==> config.mk <==
export PLATFORM = sky130hd
export DESIGN_NAME = rrli_rr_pick
export DESIGN_NICKNAME = d
export VERILOG_FILES = /design/src/rrli_pkg.sv /design/src/rrli_rr_pick.sv
export SDC_FILE = /design/constraint.sdc
export NUM_CORES = 1
export LEC_CHECK = 0
export ABC_AREA = 1
export BUFFER_PORTS_ARGS = -buffer_cell sky130_fd_sc_hd__buf_2
export CAP_MARGIN = 0
export CELL_PAD_IN_SITES_DETAIL_PLACEMENT = 1
export CELL_PAD_IN_SITES_GLOBAL_PLACEMENT = 1
export CORE_MARGIN = 4
export CORE_UTILIZATION = 41
export DETAILED_ROUTE_END_ITERATION = 8
export PLACE_DENSITY = 0.95
export SLEW_MARGIN = 20
export SYNTH_ARGS = -nofsm -noshare
export SYNTH_HDL_FRONTEND = slang
export SYNTH_SLANG_ARGS = --single-unit
==> constraint.sdc <==
create_clock -name vclk -period 3.52
set_clock_uncertainty 0.1 [all_clocks]
set_input_delay 0.528 -clock vclk [all_inputs]
set_output_delay 0.528 -clock vclk [all_outputs]
set_load 0.05 [all_outputs]
==> src/rrli_pkg.sv <==
// shared constants, types and helpers for the round-robin list interleaver
`default_nettype none

package rrli_pkg;

    localparam int LIST_COUNT = 8;
    localparam int LIST_DEPTH = 32;

    localparam int LIST_W  = $clog2(LIST_COUNT);
    localparam int CNT_W   = $clog2(LIST_DEPTH + 1);
    localparam int POS_W   = $clog2(LIST_DEPTH);
    localparam int STORE_D = LIST_COUNT * LIST_DEPTH;
    localparam int ADDR_W  = $clog2(STORE_D);

    localparam int VALUE_W   = 32;
    localparam int IDX_W     = 3;
    localparam int CMD_W     = 2;
    localparam int S_TDATA_W = 40;
    localparam int M_TDATA_W = 40;
    localparam int M_TUSER_W = 2;

    typedef enum logic [CMD_W-1:0] {
        CMD_PUSH  = 2'd0,
        CMD_PULL  = 2'd1,
        CMD_CLEAR = 2'd2,
        CMD_NOP   = 2'd3
    } cmd_t;

    // result of the rotating priority search
    typedef struct packed {
        logic              hit;
        logic [LIST_W-1:0] list;
    } pick_t;

    // side information of a pull waiting for its store read
    typedef struct packed {
        logic              empty;
        logic              last;
        logic              ovf;
        logic [LIST_W-1:0] src;
    } pend_t;

    function automatic logic [ADDR_W-1:0] store_addr(input logic [LIST_W-1:0] list,
                                                     input logic [POS_W-1:0]  pos);
        store_addr = ADDR_W'(list) * ADDR_W'(LIST_DEPTH) + ADDR_W'(pos);
    endfunction

endpackage

`default_nettype wire

==> src/rrli_rr_pick.sv <==
// rotating priority search over the per-list non-empty flags
`default_nettype none

module rrli_rr_pick
    import rrli_pkg::*;
(
    input  wire logic [LIST_COUNT-1:0] flags,
    input  wire logic [LIST_W-1:0]     start,
    output pick_t                      pick
);

    always_comb begin
        int l;
        pick = '0;
        for (int k = 0; k < LIST_COUNT; k++) begin
            l = int'(start) + k;
            if (l >= LIST_COUNT) begin
                l = l - LIST_COUNT;
            end
            if (!pick.hit && flags[l]) begin
                pick.hit  = 1'b1;
                pick.list = LIST_W'(l);
            end
        end
    end

endmodule

`default_nettype wire

==> impl_metrics.py, run 1 <==
metrics = {
    "status": {
        "status": "finished clean",
    },
    "setup_path": {
        "critical_path.startpoint_type": "input port",
        "arrival_ns": 2.64,
        "slowest_delay_ns": 0.32,
        "path_max_fanout": 10,
        "crit_type": "input port to primary output",
        "cpMaxStageDelayCell": "sky130_fd_sc_hd__ha_1",
        "end_kind": "primary output",
        "critical_path_depth": 13,
        "required_time_of_the_critical_path_ns": 2.89,
        "crit_path_cell_trace": "buf_2 > inv_2 > ha_1 > buf_4 > nand3_1 > nand2_1 > nor2_1 > nor2_2 > nand4_4 > nor2_4 > nand3_1 > nand3_1 > buf_2",
        "path_buf_inv": 4,
        "critical-path-top-cell-by-count": "sky130_fd_sc_hd__nand3_1",
        "path_delay_family": "simple AND/OR/NAND/NOR gates",
    },
    "worst_hold_path": {
        "hold-path-endpoint": "pick[0]",
        "worstHoldStart": "start[0]",
        "hold_depth": 4,
        "hold_path_class": "input port to primary output",
    },
    "floorplan": {
        "floorplan.die_area_um2": 2467,
        "coreArea_um2": 1577,
        "die_h_um": 49.67,
        "floorplan.initialDensity": 0.4516,
        "die-width_um": 49.67,
        "io_pins": 15,
        "rows": 14,
    },
    "synthesis": {
        "synth_compound_gate_area_share": 0.04042,
        "netlist_area_um2": 711.9,
        "synth_top_area_cell": "sky130_fd_sc_hd__nand2_1",
        "mappedNetlistNets": 150,
        "synth.distinct_cells": 21,
        "synth_seq_area_share": 0,
        "post_synth_and_or_nand_nor_area_fraction": 0.7504,
        "synth_top_area_frac": 0.2320,
        "synth.yosys.warnings": 0,
        "xor_xnor_fraction_of_synth_area": 0.05800,
        "netlist_instances": 137,
        "main_combinational_cell_family_by_area_after_synthesis": "simple AND/OR/NAND/NOR gates",
        "synth.mux.area_fraction": 0,
        "synth.top_cells.by_area": "sky130_fd_sc_hd__nand2_1, sky130_fd_sc_hd__nand3_1, sky130_fd_sc_hd__nor2_1",
        "synth_adder_area_share": 0.03515,
        "syn_avg_cell_area_um2": 5.197,
    },
    "sta": {
        "fin_crit_sh": 0.9272,
        "fin_hold_ws_ns": 1.505,
        "unrepaired_setup_endpoints_after_global_routing": "no",
        "max-slew-margin-rel": 0.6537,
        "setup_violations": 0,
        "maxClockFrequency_mhz": 306.4,
        "timing_hold_violations_final": 0,
        "layout_min_cycle_time_ns": 3.264,
        "totalNegativeSetupSlack_ns": 0,
        "report.final.slew_viol_count": 0,
        "tightest_slew_ns": 0.5171,
    },
    "final_layout": {
        "final_net_count": 166,
        "layout-drive-gt1-share": 0.2450,
        "clockBufferCount": 0,
        "seq_cell_count": 0,
        "layout_commonest_cell": "sky130_fd_sc_hd__nand2_1",
        "nFillCells": 253,
        "antenna_cells_inserted": 0,
        "top_library_cells_by_usage_in_the_layout_fill_and_taps_aside": "sky130_fd_sc_hd__nand2_1, sky130_fd_sc_hd__nand3_1, sky130_fd_sc_hd__nor2_1, sky130_fd_sc_hd__buf_2, sky130_fd_sc_hd__inv_1",
        "final-seq-area_um2": 0,
        "syn_to_final_growth_pct": 11.77,
    },
    "global_route": {
        "via_count_of_the_first_global_routing_pass": 999,
        "grt_antenna_before_repair": 0,
        "globalRoute.totalOverflow": 0,
        "grt_max_degree": 13,
        "global_route_wire_length_before_repair_mm": 4.443,
        "globalRouteTotalUtil": 0.2219,
    },
    "place": {
        "detailed_place_hpwl_mm": 2.217,
        "gpl.final_weighted_congestion": 0.8983,
        "placement.io_buffers": 15,
    },
    "drt": {
        "first_iter_violations": 15,
        "number_of_nets_with_antenna_violations_after_detailed_routing": 0,
        "drt_first_pass_iters": 4,
        "wl_per_cell_um": 15.02,
        "avgViaCountPerCell": 5.653,
        "remaining_drc_errors": 0,
        "finalWirelength_mm": 2.508,
        "routed-via-count": 944,
    },
    "clock_tree": {
        "post-cts-setup-buffers": 0,
    },
    "power": {
        "total_leakage_power_nw": 0.4338,
        "pwr_density_cell_nw_per_um2": 233.9,
        "max_rail_drop_vdd_mv": 0.08109,
    },
    "job": {
        "drv.max_cap_violation_count": 0,
    },
}
[synth_stat cells (all sizes together)]
| master | n |
|---|---|
| nand2 | 48 |
| nand3 | 36 |
| nor2 | 19 |
| inv | 13 |
| buf | 4 |
| nand4 | 4 |
| nor3 | 3 |
| a31oi | 2 |
| ha | 2 |
| o21ai | 2 |
| xor2 | 2 |
| nand3b | 1 |
| xnor2 | 1 |
[cells by family (layout without fill, tap and decap cells)]
logic type | count (synthesis) | after routing
adders and majority gates | 2 | 2
buffers and inverters | 17 | 31
xor gates and xnor gates | 3 | 3
AOI/OAI and AO/OA | 4 | 4
and+or+nand+nor | 111 | 111
[where the power goes]
| group | total (mW) | leakage (nW) | switching (mW) | internal (mW) |
|---|---|---|---|---|
| clock network | 0 | 0 | 0 | 0 |
| registers | 0 | 0 | 0 | 0 |
| logic | 0.186 | 0.434 | 0.133 | 0.0530 |
| total | 0.186 | 0.434 | 0.133 | 0.0530 |
[metal layers]
metal	vias to the layer above	routed length [um]	global-route usage
met5	-	0	0
met4	0	44	0.02765
met3	6	62	0.006024
met2	17	1190	0.3899
met1	444	1211	0.3063
li1	477	-	-
[timing repair]
action | 4_1_cts | 5_1_grt
setup endpoints to repair | 0 | 3
resized for setup | 0 | 1
hold buffers | 0 | 0
[final cells by class]
type | instances | area (um^2) | area share
tap | 16 | 20.02 | 0.02516
multi-input combinational | 120 | 629.4 | 0.7909
inverter | 13 | 48.80 | 0.06132
timing repair buffer | 18 | 97.59 | 0.1226
[metrics by stage]
step	power, mW	std cells	cell area, um^2	util	worst slack [ns]
after floorplan	0.1407	137	711.9	-	0.4696
after global placement	0.1791	167	795.8	0.5048	0.2586
after detailed placement	0.1846	167	795.8	0.5048	0.1849
after CTS	0.1850	167	795.8	0.5048	0.1805
after global routing	0.2067	167	795.8	0.5048	0.01498
final	0.1862	167	795.8	0.5048	0.2563
[how the worst max path moves through the flow]
stage | from | endpoint | slack (ns)
after floorplan | start[1] | pick[1] | 0.47
after global placement | start[1] | pick[1] | 0.26
after detailed placement | start[1] | pick[1] | 0.18
after CTS | start[1] | pick[1] | 0.18
after global routing | start[1] | pick[1] | 0.01
final | start[1] | pick[1] | 0.26
Note: power is estimated with default switching activity, not from simulation.
==> inputs of run 2 (changes only) <==
--- a/config.mk
+++ b/config.mk
@@ -10,7 +10,7 @@
 export CAP_MARGIN = 0
 export CELL_PAD_IN_SITES_DETAIL_PLACEMENT = 1
 export CELL_PAD_IN_SITES_GLOBAL_PLACEMENT = 1
-export CORE_MARGIN = 4
+export CORE_MARGIN = 2
 export CORE_UTILIZATION = 41
 export DETAILED_ROUTE_END_ITERATION = 8
 export PLACE_DENSITY = 0.95
==> run 2 against run 1 <==
  * Critical path depth up 2
  * Utilization down 2.8 points
  * Die area down 15%
  * Non-clock buffer count unchanged
  * Routed wire length up 4.6%
  * Via count unchanged
  * Final cell count up 0.60%
  * Sequential share of layout area unchanged
  * First-iteration DRC count down 33%
  * Global-route usage up 5.6 points
  * Fmax down 0.89%
  * Clock-buffer cell count unchanged
  * Highest routed layer unchanged
==> impl_metrics.py, run 2 (synthesized netlist as in run 1, its figures left out) <==
metrics = {
    "sta": {
        "layout_min_cycle_time_ns": 3.293,
        "setup_violations": 0,
        "tightest_slew_ns": 0.5236,
        "totalNegativeSetupSlack_ns": 0,
        "fin_crit_sh": 0.9355,
        "report.final.slew_viol_count": 0,
        "timing_hold_violations_final": 0,
        "unrepaired_setup_endpoints_after_global_routing": "no",
        "max-slew-margin-rel": 0.6472,
        "fin_hold_ws_ns": 1.503,
        "maxClockFrequency_mhz": 303.7,
    },
    "place": {
        "placement.io_buffers": 15,
        "detailed_place_hpwl_mm": 2.327,
        "gpl.final_weighted_congestion": 0.9367,
        "placed_cells": 168,
    },
    "floorplan": {
        "die-width_um": 45.67,
        "die_h_um": 45.67,
        "rows": 15,
        "coreArea_um2": 1670,
        "io_pins": 15,
        "floorplan.initialDensity": 0.4262,
        "floorplan.die_area_um2": 2086,
    },
    "final_layout": {
        "seq_cell_count": 0,
        "clockBufferCount": 0,
        "final_net_count": 166,
        "final_instance_count_without_filler_cells": 168,
        "layout_commonest_cell": "sky130_fd_sc_hd__nand2_1",
        "final-seq-area_um2": 0,
        "nFillCells": 265,
        "layout-drive-gt1-share": 0.2384,
        "syn_to_final_growth_pct": 11.95,
        "antenna_cells_inserted": 0,
        "final_core_occ": 0.4772,
        "top_library_cells_by_usage_in_the_layout_fill_and_taps_aside": "sky130_fd_sc_hd__nand2_1, sky130_fd_sc_hd__nand3_1, sky130_fd_sc_hd__nor2_1, sky130_fd_sc_hd__buf_2, sky130_fd_sc_hd__inv_1",
    },
    "drt": {
        "wl_per_cell_um": 15.61,
        "finalWirelength_mm": 2.623,
        "routed-via-count": 944,
        "drt_first_pass_iters": 5,
        "avgViaCountPerCell": 5.619,
        "remaining_drc_errors": 0,
        "first_iter_violations": 10,
        "number_of_nets_with_antenna_violations_after_detailed_routing": 0,
    },
    "global_route": {
        "grt_antenna_before_repair": 0,
        "via_count_of_the_first_global_routing_pass": 911,
        "globalRouteTotalUtil": 0.2777,
        "grt_max_degree": 13,
        "global_route_wire_length_before_repair_mm": 4.257,
        "globalRoute.totalOverflow": 0,
    },
    "power": {
        "pwr_density_cell_nw_per_um2": 235.4,
        "max_rail_drop_vdd_mv": 0.06696,
        "cell_internal_pwr_mw": 0.05249,
        "sequential_group_share_of_total_power": 0,
        "total_leakage_power_nw": 0.4349,
        "power.clock.fraction": 0,
        "p_sw_mw": 0.1351,
        "total_power_mw": 0.1876,
        "power.share.switching": 0.7202,
        "comb_power_share": 1.000,
    },
    "clock_tree": {
        "cts-hold-fix-buffers": 0,
        "post-cts-setup-buffers": 0,
        "post_cts_resized": 0,
    },
    "setup_path": {
        "crit_type": "input port to primary output",
        "critical_path.startpoint_type": "input port",
        "path_max_fanout": 7,
        "end_kind": "primary output",
        "arrival_ns": 2.67,
        "required_time_of_the_critical_path_ns": 2.89,
    },
    "worst_hold_path": {
        "hold_depth": 5,
        "hold_path_class": "input port to primary output",
        "worstHoldStart": "start[1]",
        "hold-path-endpoint": "pick[1]",
    },
    "status": {
        "status": "finished clean",
    },
    "job": {
        "drv.max_cap_violation_count": 0,
    },
}
## run 2: changes by cell type in the layout (fill, tap and decap cells not counted)
cell	previous run	this run
sky130_fd_sc_hd__inv_2	4	3
sky130_fd_sc_hd__inv_1	9	10
## run 2: power groups by stage
stage / Combinational, mW / Clock, mW / Sequential [mW]
6_report: 0.188 / 0 / 0
3_3_place_gp: 0.176 / 0 / 0
3_5_place_dp: 0.186 / 0 / 0
2_1_floorplan: 0.141 / 0 / 0
5_1_grt: 0.206 / 0 / 0
4_1_cts: 0.187 / 0 / 0
## run 2: routing by layer
| metal | up-vias | GRT usage | routed length, um |
|---|---|---|---|
| met3 | 4 | 0.007937 | 48 |
| met4 | 0 | 0.03529 | 34 |
| li1 | 479 | - | - |
| met1 | 446 | 0.3712 | 1219 |
| met2 | 15 | 0.5014 | 1321 |
| met5 | - | 0 | 0 |
## run 2: stage by stage
step	instance area (um^2)	setup slack, ns
after global routing	797.0	0.005902
after CTS	797.0	0.2348
final	797.0	0.2269
after detailed placement	797.0	0.2421
after global placement	797.0	0.3686
after floorplan	711.9	0.4696
## run 2: final cells by class
class | instances | area [um^2] | share of cell area
tap | 17 | 21.27 | 0.02669
multi-input combinational | 120 | 629.4 | 0.7896
timing repair buffer | 18 | 97.59 | 0.1224
inverter | 13 | 48.80 | 0.06122
## run 2: worst max-delay path by stage
stage	cells after the start	start	to	slack (ns)
final	15	start[1]	pick[0]	0.23
after global routing	15	start[1]	pick[0]	0.006
after CTS	15	start[1]	pick[2]	0.23
after detailed placement	15	start[1]	pick[2]	0.24
after global placement	13	start[1]	pick[1]	0.37
after floorplan	12	start[1]	pick[1]	0.47
## run 2: worst max-delay path, cell delays in order
cell                      delay [ns]
sky130_fd_sc_hd__buf_2          0.11
sky130_fd_sc_hd__inv_2          0.12
sky130_fd_sc_hd__ha_1           0.33
sky130_fd_sc_hd__inv_1          0.25
sky130_fd_sc_hd__nand3_2        0.16
sky130_fd_sc_hd__nand2_1        0.08
sky130_fd_sc_hd__nand2_1        0.06
sky130_fd_sc_hd__nand2_1        0.14
sky130_fd_sc_hd__nand3_1        0.17
sky130_fd_sc_hd__nor2_1         0.21
sky130_fd_sc_hd__nand2_1        0.08
sky130_fd_sc_hd__nand3_1        0.09
sky130_fd_sc_hd__nor2_1         0.04
sky130_fd_sc_hd__nand3_1        0.06
sky130_fd_sc_hd__buf_2          0.26
